===== config.mk =====
export PLATFORM = sky130hd
export DESIGN_NAME = unique_key_slot_table
export DESIGN_NICKNAME = d
export VERILOG_FILES = /design/src/rtl/uksl_pkg.sv /design/src/rtl/uksl_store.sv /design/src/rtl/uksl_ctrl.sv /design/src/rtl/unique_key_slot_table.sv
export SDC_FILE = /design/constraint.sdc
export NUM_CORES = 1
export LEC_CHECK = 0
export ABC_AREA = 1
export BUFFER_PORTS_ARGS = -buffer_cell sky130_fd_sc_hd__buf_2
export CAP_MARGIN = 25
export CORE_MARGIN = 5
export CORE_UTILIZATION = 44
export CTS_BUF_LIST = sky130_fd_sc_hd__clkbuf_4
export CTS_CLUSTER_DIAMETER = 100
export DETAILED_ROUTE_END_ITERATION = 7
export GPL_TIMING_DRIVEN = 0
export PLACE_DENSITY = 0.6
export SYNTH_ARGS = -nofsm -noshare
export SYNTH_HDL_FRONTEND = slang
export SYNTH_SLANG_ARGS = --single-unit

===== constraint.sdc =====
create_clock -name clk_i -period 15.4 [get_ports clk_i]
set_input_delay 0 -clock clk_i [delete_from_list [all_inputs] [get_ports clk_i]]
set_output_delay 0 -clock clk_i [all_outputs]
set_load 0.01 [all_outputs]

===== src/rtl/uksl_pkg.sv =====
package uksl_pkg;

  // built table depth and derived widths
  localparam int unsigned TABLE_DEPTH = 32;
  localparam int unsigned SLOT_W      = $clog2(TABLE_DEPTH);
  localparam int unsigned CNT_W       = $clog2(TABLE_DEPTH + 1);

  // fixed field widths
  localparam int unsigned KEY_W    = 31;
  localparam int unsigned CAP_W    = 6;
  localparam int unsigned CMD_W    = 2;
  localparam int unsigned SLOT_FW  = 5;
  localparam int unsigned COUNT_FW = 6;
  localparam int unsigned IN_DW    = 32;
  localparam int unsigned OUT_DW   = 16;

  // command codes; the unused code behaves as a query
  localparam logic [CMD_W-1:0] CMD_INSERT = 2'd0;
  localparam logic [CMD_W-1:0] CMD_REMOVE = 2'd1;
  localparam logic [CMD_W-1:0] CMD_QUERY  = 2'd2;

  typedef enum logic [2:0] {
    ST_OK       = 3'd0,
    ST_FULL     = 3'd1,
    ST_DUP      = 3'd2,
    ST_NOTFOUND = 3'd3,
    ST_INVALID  = 3'd4
  } status_e;

  typedef struct packed {
    logic              en;
    logic              set;   // 1: store key, 0: clear slot
    logic [SLOT_W-1:0] addr;
    logic [KEY_W-1:0]  key;
  } wr_req_t;

  typedef struct packed {
    logic              ok;
    status_e           status;
    logic [SLOT_W-1:0] slot;
    logic [CNT_W-1:0]  count;
  } result_t;

endpackage


===== src/rtl/uksl_store.sv =====
module uksl_store (
  input  logic                         clk_i,
  input  logic                         rst_ni,
  input  logic                         rd_en_i,
  input  logic [uksl_pkg::SLOT_W-1:0]  rd_addr_i,
  output logic [uksl_pkg::KEY_W-1:0]   rd_data_o,
  input  uksl_pkg::wr_req_t            wr_i
);
  import uksl_pkg::*;

  logic [KEY_W-1:0]       mem [TABLE_DEPTH];
  logic [TABLE_DEPTH-1:0] vld_q;
  logic [KEY_W-1:0]       rd_data_q;
  logic                   rd_vld_q;

  // key array, no reset; emptiness lives in the valid bits
  always_ff @(posedge clk_i) begin
    if (wr_i.en && wr_i.set) begin
      mem[wr_i.addr] <= wr_i.key;
    end
    if (rd_en_i) begin
      rd_data_q <= mem[rd_addr_i];
    end
  end

  always_ff @(posedge clk_i or negedge rst_ni) begin
    if (!rst_ni) begin
      vld_q    <= '0;
      rd_vld_q <= 1'b0;
    end else begin
      if (wr_i.en) begin
        vld_q[wr_i.addr] <= wr_i.set;
      end
      if (rd_en_i) begin
        rd_vld_q <= vld_q[rd_addr_i];
      end
    end
  end

  // an empty slot reads as zero
  assign rd_data_o = rd_vld_q ? rd_data_q : '0;

endmodule


===== src/rtl/uksl_ctrl.sv =====
module uksl_ctrl (
  input  logic                         clk_i,
  input  logic                         rst_ni,
  input  logic                         in_valid_i,
  output logic                         in_ready_o,
  input  logic [uksl_pkg::CMD_W-1:0]   in_cmd_i,
  input  logic [uksl_pkg::KEY_W-1:0]   in_key_i,
  input  logic [uksl_pkg::CAP_W-1:0]   cap_i,
  input  logic                         out_free_i,
  output logic                         res_valid_o,
  output uksl_pkg::result_t            res_o,
  output logic                         rd_en_o,
  output logic [uksl_pkg::SLOT_W-1:0]  rd_addr_o,
  input  logic [uksl_pkg::KEY_W-1:0]   rd_data_i,
  output uksl_pkg::wr_req_t            wr_o
);
  import uksl_pkg::*;

  typedef enum logic [1:0] {S_IDLE, S_SCAN, S_DONE} state_e;

  state_e            state_q, state_d;
  logic [CMD_W-1:0]  cmd_q, cmd_d;
  logic [KEY_W-1:0]  key_q, key_d;
  logic [CNT_W-1:0]  occ_q, occ_d;
  logic [CNT_W-1:0]  idx_q, idx_d;
  logic              rvld_q, rvld_d;
  logic [SLOT_W-1:0] rslot_q, rslot_d;
  logic              emp_found_q, emp_found_d;
  logic [SLOT_W-1:0] emp_slot_q, emp_slot_d;
  result_t           res_q, res_d;

  logic [CNT_W-1:0]  lim;
  logic              hit, empty, is_ins, is_rem;

  // slots in use: capacity clipped to the built depth
  always_comb begin
    if (int'(cap_i) > TABLE_DEPTH) begin
      lim = CNT_W'(TABLE_DEPTH);
    end else begin
      lim = CNT_W'(cap_i);
    end
  end

  assign is_ins = (cmd_q == CMD_INSERT);
  assign is_rem = (cmd_q == CMD_REMOVE);
  // key-match and empty-slot compares on the registered read data
  assign hit    = rvld_q && (rd_data_i == key_q);
  assign empty  = rvld_q && (rd_data_i == '0);

  always_comb begin
    state_d     = state_q;
    cmd_d       = cmd_q;
    key_d       = key_q;
    occ_d       = occ_q;
    idx_d       = idx_q;
    rvld_d      = 1'b0;
    rslot_d     = rslot_q;
    emp_found_d = emp_found_q;
    emp_slot_d  = emp_slot_q;
    res_d       = res_q;
    rd_en_o     = 1'b0;
    rd_addr_o   = idx_q[SLOT_W-1:0];
    wr_o        = '0;
    res_valid_o = 1'b0;

    unique case (state_q)
      S_IDLE: begin
        if (in_valid_i) begin
          cmd_d       = in_cmd_i;
          key_d       = in_key_i;
          idx_d       = '0;
          emp_found_d = 1'b0;
          res_d       = '{ok: 1'b0, status: ST_OK, slot: '0, count: occ_q};
          if (in_key_i == '0) begin
            res_d.status = ST_INVALID;
            state_d      = S_DONE;
          end else if (in_cmd_i == CMD_INSERT && occ_q >= lim) begin
            res_d.status = ST_FULL;
            state_d      = S_DONE;
          end else begin
            state_d = S_SCAN;
          end
        end
      end

      S_SCAN: begin
        if (hit) begin
          state_d = S_DONE;
          if (is_ins) begin
            res_d.status = ST_DUP;
          end else begin
            res_d.ok   = 1'b1;
            res_d.slot = rslot_q;
            if (is_rem) begin
              wr_o.en   = 1'b1;
              wr_o.set  = 1'b0;
              wr_o.addr = rslot_q;
              if (occ_q != '0) begin
                occ_d = occ_q - 1'b1;
              end
            end
            res_d.count = occ_d;
          end
        end else if (!rvld_q && idx_q >= lim) begin
          // scan drained without a match
          state_d = S_DONE;
          if (is_ins) begin
            if (emp_found_q) begin
              wr_o.en     = 1'b1;
              wr_o.set    = 1'b1;
              wr_o.addr   = emp_slot_q;
              wr_o.key    = key_q;
              occ_d       = occ_q + 1'b1;
              res_d.ok    = 1'b1;
              res_d.slot  = emp_slot_q;
              res_d.count = occ_d;
            end else begin
              res_d.status = ST_FULL;
            end
          end else begin
            res_d.status = ST_NOTFOUND;
          end
        end else begin
          if (empty && is_ins && !emp_found_q) begin
            emp_found_d = 1'b1;
            emp_slot_d  = rslot_q;
          end
          if (idx_q < lim) begin
            rd_en_o = 1'b1;
            idx_d   = idx_q + 1'b1;
            rvld_d  = 1'b1;
            rslot_d = idx_q[SLOT_W-1:0];
          end
        end
      end

      S_DONE: begin
        if (out_free_i) begin
          res_valid_o = 1'b1;
          state_d     = S_IDLE;
        end
      end

      default: state_d = S_IDLE;
    endcase
  end

  assign in_ready_o = (state_q == S_IDLE);
  assign res_o      = res_q;

  always_ff @(posedge clk_i or negedge rst_ni) begin
    if (!rst_ni) begin
      state_q     <= S_IDLE;
      occ_q       <= '0;
      idx_q       <= '0;
      rvld_q      <= 1'b0;
      emp_found_q <= 1'b0;
    end else begin
      state_q     <= state_d;
      occ_q       <= occ_d;
      idx_q       <= idx_d;
      rvld_q      <= rvld_d;
      emp_found_q <= emp_found_d;
    end
  end

  always_ff @(posedge clk_i) begin
    cmd_q      <= cmd_d;
    key_q      <= key_d;
    rslot_q    <= rslot_d;
    emp_slot_q <= emp_slot_d;
    res_q      <= res_d;
  end

  a_occ_bound: assert property (@(posedge clk_i) disable iff (!rst_ni)
    int'(occ_q) <= TABLE_DEPTH)
    else $error("occupancy above table depth");

  a_wr_nonzero: assert property (@(posedge clk_i) disable iff (!rst_ni)
    wr_o.en && wr_o.set |-> wr_o.key != '0)
    else $error("zero key written to store");

  a_rd_in_range: assert property (@(posedge clk_i) disable iff (!rst_ni)
    rd_en_o |-> idx_q < lim)
    else $error("read beyond active slots");

  a_res_free: assert property (@(posedge clk_i) disable iff (!rst_ni)
    res_valid_o |-> out_free_i)
    else $error("result handed off into busy output register");

  a_fail_slot: assert property (@(posedge clk_i) disable iff (!rst_ni)
    res_valid_o && !res_o.ok |-> res_o.slot == '0 && res_o.status != ST_OK)
    else $error("failed result with slot or ok status");

endmodule


===== src/rtl/unique_key_slot_table.sv =====
// Channel   Dir  Transaction   Payload
// s_axis    in   command       tuser: cmd[1:0]; tdata: key[30:0], zero pad [31]
// m_axis    out  result        tdata: ok[0], status[3:1], slot[8:4], count[14:9], pad[15]
// cfg       in   write only    cfg_wdata_i: capacity[5:0]
//
// One command at a time. A command scans the active slots (capacity clipped to
// the table depth) through one registered read port, with a key-match compare
// and an empty-slot compare; invalid keys and inserts into a full table skip
// the scan. A hit ends the scan early.
// Reset (async, active low) clears the capacity, the count and the slot valid
// bits at once; no clearing sweep is needed.
// The result sits in an output register, so the next command is accepted while
// a result waits; only a further result stalls the sequencer behind it.
module unique_key_slot_table (
  input  logic                          clk_i,
  input  logic                          rst_ni,
  input  logic                          s_axis_tvalid_i,
  output logic                          s_axis_tready_o,
  input  logic [uksl_pkg::CMD_W-1:0]    s_axis_tuser_i,  // cmd
  input  logic [uksl_pkg::IN_DW-1:0]    s_axis_tdata_i,  // key, pad
  output logic                          m_axis_tvalid_o,
  input  logic                          m_axis_tready_i,
  output logic [uksl_pkg::OUT_DW-1:0]   m_axis_tdata_o,  // ok, status, slot, count, pad
  input  logic                          cfg_we_i,
  input  logic [uksl_pkg::CAP_W-1:0]    cfg_wdata_i
);
  import uksl_pkg::*;

  logic [CAP_W-1:0]  cap_q;
  logic              m_valid_q;
  logic [OUT_DW-1:0] m_data_q;
  logic              out_free;
  logic              res_valid;
  result_t           res;
  logic              rd_en;
  logic [SLOT_W-1:0] rd_addr;
  logic [KEY_W-1:0]  rd_data;
  wr_req_t           wr;

  // output register is free when empty or being drained this cycle
  assign out_free = !m_valid_q || m_axis_tready_i;

  uksl_ctrl u_ctrl (
    .clk_i       (clk_i),
    .rst_ni      (rst_ni),
    .in_valid_i  (s_axis_tvalid_i),
    .in_ready_o  (s_axis_tready_o),
    .in_cmd_i    (s_axis_tuser_i),
    .in_key_i    (s_axis_tdata_i[KEY_W-1:0]),
    .cap_i       (cap_q),
    .out_free_i  (out_free),
    .res_valid_o (res_valid),
    .res_o       (res),
    .rd_en_o     (rd_en),
    .rd_addr_o   (rd_addr),
    .rd_data_i   (rd_data),
    .wr_o        (wr)
  );

  uksl_store u_store (
    .clk_i     (clk_i),
    .rst_ni    (rst_ni),
    .rd_en_i   (rd_en),
    .rd_addr_i (rd_addr),
    .rd_data_o (rd_data),
    .wr_i      (wr)
  );

  // capacity register
  always_ff @(posedge clk_i or negedge rst_ni) begin
    if (!rst_ni) begin
      cap_q <= '0;
    end else if (cfg_we_i) begin
      cap_q <= cfg_wdata_i;
    end
  end

  // result output register
  always_ff @(posedge clk_i or negedge rst_ni) begin
    if (!rst_ni) begin
      m_valid_q <= 1'b0;
    end else if (res_valid) begin
      m_valid_q <= 1'b1;
    end else if (m_axis_tready_i) begin
      m_valid_q <= 1'b0;
    end
  end

  always_ff @(posedge clk_i) begin
    if (res_valid) begin
      m_data_q <= {1'b0, COUNT_FW'(res.count), SLOT_FW'(res.slot), res.status, res.ok};
    end
  end

  assign m_axis_tvalid_o = m_valid_q;
  assign m_axis_tdata_o  = m_data_q;

endmodule

==> results of run 1 <==
-- layer usage --
metal | track usage [%] | vias up | wire length, microns
met3 | 6.77 | 341 | 18000
met5 | 0 | - | 0
met2 | 42.4 | 2141 | 71500
met4 | 16.6 | 0 | 10200
met1 | 37.1 | 17000 | 61400
li1 | - | 15400 | -
-- cells in the mapped netlist --
| master | number | share of area [%] |
|---|---|---|
| sky130_fd_sc_hd__inv_1 | 140 | 1.1 |
| sky130_fd_sc_hd__inv_2 | 3 | 0.024 |
| sky130_fd_sc_hd__nor3_1 | 17 | 0.18 |
| sky130_fd_sc_hd__o21ai_1 | 7 | 0.075 |
| sky130_fd_sc_hd__o21ai_0 | 579 | 6.2 |
| sky130_fd_sc_hd__buf_1 | 17 | 0.14 |
| sky130_fd_sc_hd__buf_6 | 5 | 0.12 |
| sky130_fd_sc_hd__a21o_1 | 1 | 0.016 |
| sky130_fd_sc_hd__o2111ai_1 | 1 | 0.019 |
| sky130_fd_sc_hd__a31oi_1 | 2 | 0.027 |
| sky130_fd_sc_hd__nand2_2 | 10 | 0.13 |
| sky130_fd_sc_hd__o211ai_1 | 24 | 0.38 |
| sky130_fd_sc_hd__edfxtp_1 | 1096 | 70 |
| sky130_fd_sc_hd__a21oi_1 | 11 | 0.12 |
| sky130_fd_sc_hd__o31ai_1 | 6 | 0.096 |
| sky130_fd_sc_hd__xor2_1 | 7 | 0.13 |
| sky130_fd_sc_hd__clkbuf_1 | 204 | 1.6 |
| sky130_fd_sc_hd__nor2_1 | 645 | 5.2 |
| sky130_fd_sc_hd__o22ai_1 | 151 | 2.0 |
| sky130_fd_sc_hd__nand3_2 | 4 | 0.085 |
| sky130_fd_sc_hd__nand4_1 | 58 | 0.77 |
| sky130_fd_sc_hd__nand2_1 | 457 | 3.6 |
| sky130_fd_sc_hd__nand3_1 | 180 | 1.9 |
| sky130_fd_sc_hd__buf_4 | 4 | 0.064 |
| sky130_fd_sc_hd__nor2_4 | 4 | 0.096 |
| sky130_fd_sc_hd__dfrtp_1 | 56 | 3.0 |
| sky130_fd_sc_hd__ha_1 | 16 | 0.43 |
| sky130_fd_sc_hd__conb_1 | 1 | 0.0080 |
| sky130_fd_sc_hd__buf_2 | 10 | 0.11 |
| sky130_fd_sc_hd__nor4_1 | 9 | 0.12 |
| sky130_fd_sc_hd__nor2_2 | 8 | 0.11 |
| sky130_fd_sc_hd__mux2i_1 | 1 | 0.021 |
| sky130_fd_sc_hd__o211a_1 | 1 | 0.021 |
| sky130_fd_sc_hd__clkinv_1 | 2 | 0.016 |
| sky130_fd_sc_hd__mux2_2 | 4 | 0.096 |
| sky130_fd_sc_hd__o221ai_1 | 105 | 2.0 |
-- worst reg2reg max path: cells and delay by family, from the launching register on --
kind / cells / cell delay (ns)
flops: 1 / 0.46
simple gates: 8 / 1.71
fa+ha+maj: 1 / 0.28
buf+inv: 11 / 3.83
compound gates: 1 / 0.20
-- final timing paths --
check / end / depth (start not counted) / slack [ns] / from
worst max-delay path: u_store.mem[18][13] / 21 / 8.61 / u_ctrl.idx_q[0]
worst min-delay path: u_ctrl.key_q[1] / 3 / 0.13 / s_axis_tdata_i[1]
min in group asynchronous: u_store.vld_q[9] / 5 / 0.52 / rst_ni
worst max register to register: u_store.mem[18][13] / 21 / 8.61 / u_ctrl.idx_q[0]
max in group asynchronous: cap_q[4] / 5 / 14.52 / rst_ni
worst min register to register: m_axis_tdata_o[3] / 0 / 0.40 / u_ctrl.res_o[13]
-- power by group --
part | switching, mW | internal, mW
Sequential | 0.0709 | 3.53
Combinational | 1.79 | 0.597
Clock | 1.22 | 1.40
Total | 3.09 | 5.52
-- sequential cells by signal, summed over array words and instances (netlist names) --
| name | count |
|---|---|
| u_store.rd_vld_q | 1 |
| m_axis_tvalid_o | 1 |
| u_ctrl.key_q | 31 |
| u_ctrl.rslot_q | 5 |
| u_ctrl.res_o | 15 |
| u_ctrl.emp_slot_q | 5 |
| u_store.mem | 992 |
| u_ctrl.emp_found_q | 1 |
| u_ctrl.occ_q | 6 |
| cap_q | 6 |
| m_axis_tdata_o | 15 |
| u_ctrl.idx_q | 6 |
| u_ctrl.cmd_q | 2 |
| u_ctrl.state_q | 2 |
| u_store.rd_data_q | 31 |
| u_store.vld_q | 32 |
| u_ctrl.rvld_q | 1 |
-- cell type report --
class	instances	area [sq um]	share of cell area, %
Timing Repair Buffer	240	2700	4.87
Clock buffer	459	3450	6.21
Sequential cell	1152	34300	61.8
Inverter	145	544	0.980
Tap cell	1391	1740	3.13
Antenna cell	1	2.50	0.00451
Clock inverter	50	279	0.503
Multi-Input combinational cell	2309	11500	20.8
Buffer	240	966	1.74
-- per-stage QoR --
stage	hold slack, ns	util (%)	setup WS (ns)	cell area, sq um
detailed placement	0.144	48.0	8.87	50800
floorplan	-0.296	-	10.04	47000
global placement	0.194	46.4	5.40	49000
global route	0.0661	52.5	8.41	55500
CTS	0.00407	52.5	8.86	55500
finish	0.129	52.5	8.61	55500
-- cells in the final DEF, fill, tap and decap left out, types with 36 or more instances in the layout --
cell,netlist,final
sky130_fd_sc_hd__buf_2,10,69
sky130_fd_sc_hd__clkbuf_1,204,204
sky130_fd_sc_hd__clkbuf_4,0,459
sky130_fd_sc_hd__clkinv_1,2,36
sky130_fd_sc_hd__dfrtp_1,56,56
sky130_fd_sc_hd__dlygate4sd3_1,0,97
sky130_fd_sc_hd__edfxtp_1,1096,1096
sky130_fd_sc_hd__inv_1,140,127
sky130_fd_sc_hd__nand2_1,457,457
sky130_fd_sc_hd__nand3_1,180,180
sky130_fd_sc_hd__nand4_1,58,58
sky130_fd_sc_hd__nor2_1,645,604
sky130_fd_sc_hd__nor2_4,4,44
sky130_fd_sc_hd__o21ai_0,579,579
sky130_fd_sc_hd__o221ai_1,105,105
sky130_fd_sc_hd__o22ai_1,151,151
-- cell families (layout without fill, tap and decap cells) --
logic type      count (synthesis)  after routing
simple gates                 1392           1392
buf+inv                       385           1134
fa+ha+maj                      16             16
mux                             5              5
flops                        1152           1152
xor+xnor                        7              7
compound gates                888            888
other cells                     1              2
-- what timing repair did --
action | 4_1_cts | 5_1_grt
endpoints found under the hold margin | 170 | 0
hold buffers | 98 | 0
setup endpoints to repair | 0 | 0
==> impl_summary.md, run 1 <==
Outcome
The run finished with clean final reports.

Timing
The worst path uses 44.1% of the clock period. The max-slew violation total from the final report is 0. The number of failing setup endpoints in the final timing report is 0. Setup repair after global routing left no endpoint under its margin. The shortest clock period the worst path allows after layout is 6.79 ns. Between clock sinks in the finished design, the worst skew comes to 0.113 ns. The final number of hold-violating endpoints is 0.

Based on the critical path, the design can be clocked at up to 0.147 GHz. The transition time of the tightest slew-check pin is 1.08 ns. The worst pin sits at a relative slew slack of 27.8%.

The post-route setup TNS is 0 ns.

Clocking
The total CTS buffers is 310. The number of cells upsized or downsized after cts is 0. The buffer cell driving the clock tree root is sky130_fd_sc_hd__clkbuf_4. The maximum level of the CTS H-tree is 5. Counting along the longest clock path gives a buffer depth of 4.

The number of setup buffers added after CTS is 0. The clock-pin slew on the worst setup and hold paths is 0.07 ns. The source-to-sink clock delay at the later pin of the worst-skew pair is 1.21 ns. The clock net in this run drives a total of 1152 sinks. TritonCTS built the clock tree.

Drt
Before antenna repair, the detailed router went through 7 iterations. The final route contains 34900 vias. The iteration-0 DRC count of the detailed router is 4514.

The DRC violation count after routing is 0. Using the TritonRoute via totals, the vias-per-cell ratio works out to 5.83. Once detail routing completed, the nets flagged for antenna violations numbered 0. The total wire length after detailed routing is 161000 microns. In the final routed layout, each cell accounts on average for 26.9 microns.

Place
The final weighted congestion in routability-driven placement is 1.00. Detailed placement finished with a half-perimeter wire length of 110000 microns. Counting tap cells, the placed design contains a total of 5378 instances. Buffers placed on the I/O ports in this run total 59.

Setup path
The critical path contains buffers and inverters numbering 11 combined. The top fanout value on the critical path is 10. The worst path arrival time is 7.64 ns. Walking the worst path, the cells encountered are clkbuf_1, buf_2, inv_1, buf_2, clkbuf_1, clkbuf_1, ha_1, nor2_1, o21ai_0, nand3_1, nand3_1, nor2_1, buf_2, nand3_1, nand2_1, inv_1, nand4_1, nor3_2, buf_6, buf_6, buf_8. For this run, the slowest stage of the critical path takes 0.82 ns. The worst setup path category is flop to flop. The worst setup path is captured at a flop. The required arrival time at the worst endpoint is 16.25 ns. The dominant delay contributor by cell family on the critical path is buffers and inverters.

The type of origin of the critical path is a flop. The highest-delay cell along the critical path is sky130_fd_sc_hd__clkbuf_1.

Power and ir drop
The leakage power figure is 21.6 nW. Power spread over the standard cell area amounts to 155 mW/mm^2. The overall power after layout is 8.61 mW. VDD sags by at most 82.0 uV.

Yosys
The post-synthesis cell area is 0.0470 sq mm. The number of different library cells used by synthesis comes to 36. The portion of synthesized area spent on multiplexers is 0.117%. Of the total synthesized cell area, the portion taken by AND, OR, NAND and NOR gates is 12.2%. The arithmetic-cell share of the synthesized area counting full adders, half adders and majority gates is 0.426%. The number of synthesis warnings is 0. The register bit count reported by yosys is 1152.

The number of nets in the synthesized netlist is 3907. Dividing the synthesized area by the synthesized cell count gives 12.2 sq um. The main combinational cell family by area after synthesis is simple AND/OR/NAND/NOR gates. The xor and xnor area share after synthesis is 0.130%. The post-synthesis sequential area ratio is 73.0%. The post-synthesis instance total is 3846. The area fraction in compound gates after synthesis is 10.9%.

Floorplanning
From bottom edge to top edge, the die measures 337 microns. The floorplan step defined a die boundary enclosing 0.113 sq mm. The die is 337 microns wide. The number of top-level pins is 63. The core outline area is 0.106 sq mm.

After floorplanning, the core was divided into 119 placement rows. Once the floorplan was initialized, standard cells occupied 44.5% of the core.

Job
The count of max-cap constraint violations is 0.

Global routing
The global-route wire length before repair is 229000 microns. The via count of the first global-routing pass was 33800. The total routing resource utilization after global routing is 28.0%.

The initial antenna violation count is 8. The remaining global-route overflow is 0. Entering global routing, the biggest net connects 57 pins.

Finish
The finished layout holds 5987 standard cells, fillers aside. The ratio of cells with drive above 1 in the final layout is 16.0%. The growth of design area from synthesis to finish is 18.1%. After filler insertion, the fill cell instance count of the layout stands at 9147. The number of nets at the end of the flow is 4459.

Hold path
The classification of the worst-slack hold path is primary input to flop.
No activity file was read; power rests on OpenSTA's default activity.
==> run 2, diff against run 1 <==
--- a/config.mk
+++ b/config.mk
@@ -14,7 +14,7 @@
 export CTS_CLUSTER_DIAMETER = 100
 export DETAILED_ROUTE_END_ITERATION = 7
 export GPL_TIMING_DRIVEN = 0
-export PLACE_DENSITY = 0.6
+export PLACE_DENSITY = 0.62
 export SYNTH_ARGS = -nofsm -noshare
 export SYNTH_HDL_FRONTEND = slang
 export SYNTH_SLANG_ARGS = --single-unit
==> constraint.sdc (replaced) <==
create_clock -name clk_i -period 5.47 [get_ports clk_i]
set_input_delay 0 -clock clk_i [delete_from_list [all_inputs] [get_ports clk_i]]
set_output_delay 0 -clock clk_i [all_outputs]
set_load 0.01 [all_outputs]
==> impl_summary.md, run 2 (synthesized netlist as in run 1, its figures left out) <==
Place
The setup slack at placement came to -0.884 ns (-9.76 ns). The number of port buffers was 59 (unchanged). The final weighted congestion in routability-driven placement is 1.02 (+1.8%). The half-perimeter wire length of the detailed placement result is 108000 microns (-1.8%).

The number of instances in the placed design is 5377 (-0.019%). The total placed instance area is 0.0508 sq mm (about the same).

Clocking
The maximum level of the CTS H-tree is 5 (unchanged). The clock-pin slew on the worst setup and hold paths is 0.07 ns (about the same). The total CTS buffers is 309 (-0.32%). The maximum clock path buffer count is 4 (unchanged). TritonCTS built the clock tree.

The number of sinks driven by the clock tree is 1152 (unchanged). The source-to-sink clock delay at the later pin of the worst-skew pair was 1.21 ns (about the same). The cell sitting at the root of the clock tree is a sky130_fd_sc_hd__clkbuf_4.

Setup path
The setup path with the least slack is of type flop to flop. In this run the critical register-to-register path is captured at u_store.mem[22][30]. The worst path arrival time was 5.82 ns (-1.82 ns). The worst setup path endpoint is u_store.mem[22][30].

The type of origin of the critical path is a flop. The top fanout value on the critical path came to 28 (+18). The number of cells traversed by the worst register-to-register path is 16 (-24%).

The stage delay of the slowest cell on the critical path is 0.60 ns (-0.22 ns). The highest-delay cell along the critical path is sky130_fd_sc_hd__nor2_4. The worst register-to-register path begins at u_ctrl.idx_q[0]. The required arrival time at the worst endpoint is 6.26 ns (-9.99 ns). STA classifies the critical path endpoint as a flop.

Traced cell by cell, the critical path runs through clkbuf_4, buf_2, inv_1, clkbuf_4, ha_1, nor2_1, o21ai_0, nand3_1, nand3_1, nor2_1, buf_2, inv_1, clkbuf_1, clkbuf_1, buf_8, nor2_4. The critical path startpoint is u_ctrl.idx_q[0]. The internal reg-to-reg setup slack is 0.43 ns (-8.17 ns).

Floorplanning
The height of the die came to 337 microns (unchanged). The initial core utilization is 44.5% (unchanged). The die area came to 0.113 sq mm (unchanged). The number of top-level pins is 63 (unchanged). The count of standard-cell rows is 119 (unchanged). The die boundary width was 337 microns (unchanged).

The core outline area is 0.106 sq mm (unchanged).

Finish
In the final layout, the registers with the most flip-flops are u_store.mem x992, u_store.vld_q x32. Counting flops per register, the top entry is u_store.mem. The non-filler instance count after layout is 5989 (+0.033%). The filler cell count in the final layout is 9088 (-0.65%). The number of nets at the end of the flow is 4470 (+0.25%). In the layout the commonest cells are sky130_fd_sc_hd__edfxtp_1, sky130_fd_sc_hd__nor2_1, sky130_fd_sc_hd__o21ai_0. The most common cell after layout, fill and taps aside is sky130_fd_sc_hd__edfxtp_1. The number of flip-flops in the largest register is 992 (unchanged).

The post-route cell area is 0.0557 sq mm (+0.25%). The area of the multi-input gates was 0.0116 sq mm (+0.97%). The area of all sequential standard cells is 0.0343 sq mm (unchanged). The ratio of cells with drive above 1 in the final layout is 15.6% (-0.33 points). The utilization after layout is 52.7% (+0.13 points). From synthesis to final layout, the design area changed by 18.4%.

Global routing
The total routing resource utilization after global routing was 28.1% (+0.040 points). The initial antenna violation count is 5 (-3). The largest net degree at the start of global routing is 57 (unchanged). The via count of the first global-routing pass was 34000 (+0.70%). The global-route wire length before repair is 229000 microns (about the same). The remaining global-route overflow was 0 (unchanged).

Timing
The worst setup slack after layout was 0.435 ns (-8.17 ns). The worst hold slack across all endpoints is 0.120 ns (-0.00902 ns). Setup repair after global routing left no endpoint under its margin. The worst-case headroom to the max-slew limit is 23.0% (-4.9 points). The max-slew violation total from the final report is 0 (unchanged). The fmax was 0.199 GHz (+35%). The transition time of the tightest slew-check pin was 1.16 ns (+0.0759 ns). The worst clock skew on the final layout came to 0.126 ns (+0.0134 ns). The number of failing setup endpoints in the final timing report is 0 (unchanged).

The final worst-path cycle share was 92.0% (+48 points). The post-route setup TNS was 0 ns (unchanged). The shortest clock period the worst path allows after layout is 5.04 ns (-1.76 ns). The final number of hold-violating endpoints came to 0 (unchanged).

Power and ir drop
The overall power after layout was 24.1 mW (+180%). The largest voltage drop on the vdd net is 252 uV (+210%). The leakage power figure is 21.7 nW (+0.42%). The cell area power density is 433 mW/mm^2 (+180%).

Hold path
The classification of the worst-slack hold path is primary input to flop. The number of instances on the worst hold path was 3 (unchanged).

Drt
The iteration-0 DRC count of the detailed router was 4751 (+5.3%). The remaining antenna violation count after routing came to 0 (unchanged). The via-per-instance ratio was 5.87 (+0.67%).

The DRC violation count after routing was 2 (+2). The total number of vias is 35100 (+0.70%). The total wire length after detailed routing is 161000 microns (+0.16%). The routed wirelength normalized by instance count is 26.9 microns (+0.12%). The iteration count of the initial detailed-routing pass is 8 (+1).

Outcome
The final reports fail on design-rule violations. The flow ran to the end, but the final reports show violations.

Job
The count of max-cap constraint violations is 0 (unchanged).
==> run 2: changes by cell type in the layout (fill, tap and decap cells not counted), sizes merged, moves of 3 or more <==
| cell | before | now |
|---|---|---|
| inv | 150 | 147 |
| nor2 | 657 | 663 |
| buf | 179 | 187 |
| bufinv | 3 | 6 |
| clkinv | 40 | 67 |
| clkbuf | 663 | 625 |
==> run 2: cell type report <==
cell class / instances / share of cell area, %
Clock inverter: 75 / 0.812
Inverter: 145 / 0.994
Antenna cell: 3 / 0.0135
Multi-Input combinational cell: 2315 / 20.9
Clock buffer: 422 / 5.69
Sequential cell: 1152 / 61.6
Tap cell: 1391 / 3.13
Buffer: 238 / 1.74
Timing Repair Buffer: 248 / 5.07
==> run 2: worst min-delay path by stage <==
stage	endpoint	slack, ns	from
CTS	u_ctrl.key_q[8]	0.002	s_axis_tdata_i[8]
finish	u_ctrl.cmd_q[0]	0.12	s_axis_tuser_i[0]
floorplan	cap_q[0]	-0.30	rst_ni
global placement	u_ctrl.key_q[8]	0.20	s_axis_tdata_i[8]
global route	u_ctrl.key_q[1]	0.05	s_axis_tdata_i[1]
detailed placement	m_axis_tvalid_o	0.13	rst_ni
==> run 2: repair_timing <==
item / CTS / global route
cloned: 6 / 0
endpoints found under the hold margin: 170 / 0
hold buffers: 97 / 0
setup buffers: 0 / 11
resized for setup: 15 / 10
pin swaps: 6 / 6
endpoints found under the setup margin: 1987 / 1238
==> run 2: layer usage <==
layer / up-vias / wire [microns] / track usage [%]
met5: - / 13 / 0
met1: 17100 / 60500 / 36.6
met4: 2 / 10900 / 17.2
li1: 15400 / - / -
met2: 2271 / 71000 / 42.2
met3: 366 / 18800 / 7.60
==> run 2: where the power goes <==
| group | switching (mW) | internal [mW] | total, mW |
|---|---|---|---|
| Sequential | 0.200 | 9.93 | 10.1 |
| Clock | 3.44 | 3.82 | 7.26 |
| Combinational | 5.01 | 1.68 | 6.69 |
| Total | 8.65 | 15.4 | 24.1 |
==> run 2: worst max-delay path: cells and delay by family (launching register included) <==
kind / cells / cell delay [ns]
buf+inv: 9 / 2.56
simple gates: 5 / 1.12
flops: 1 / 0.47
fa+ha+maj: 1 / 0.34
compound gates: 1 / 0.10
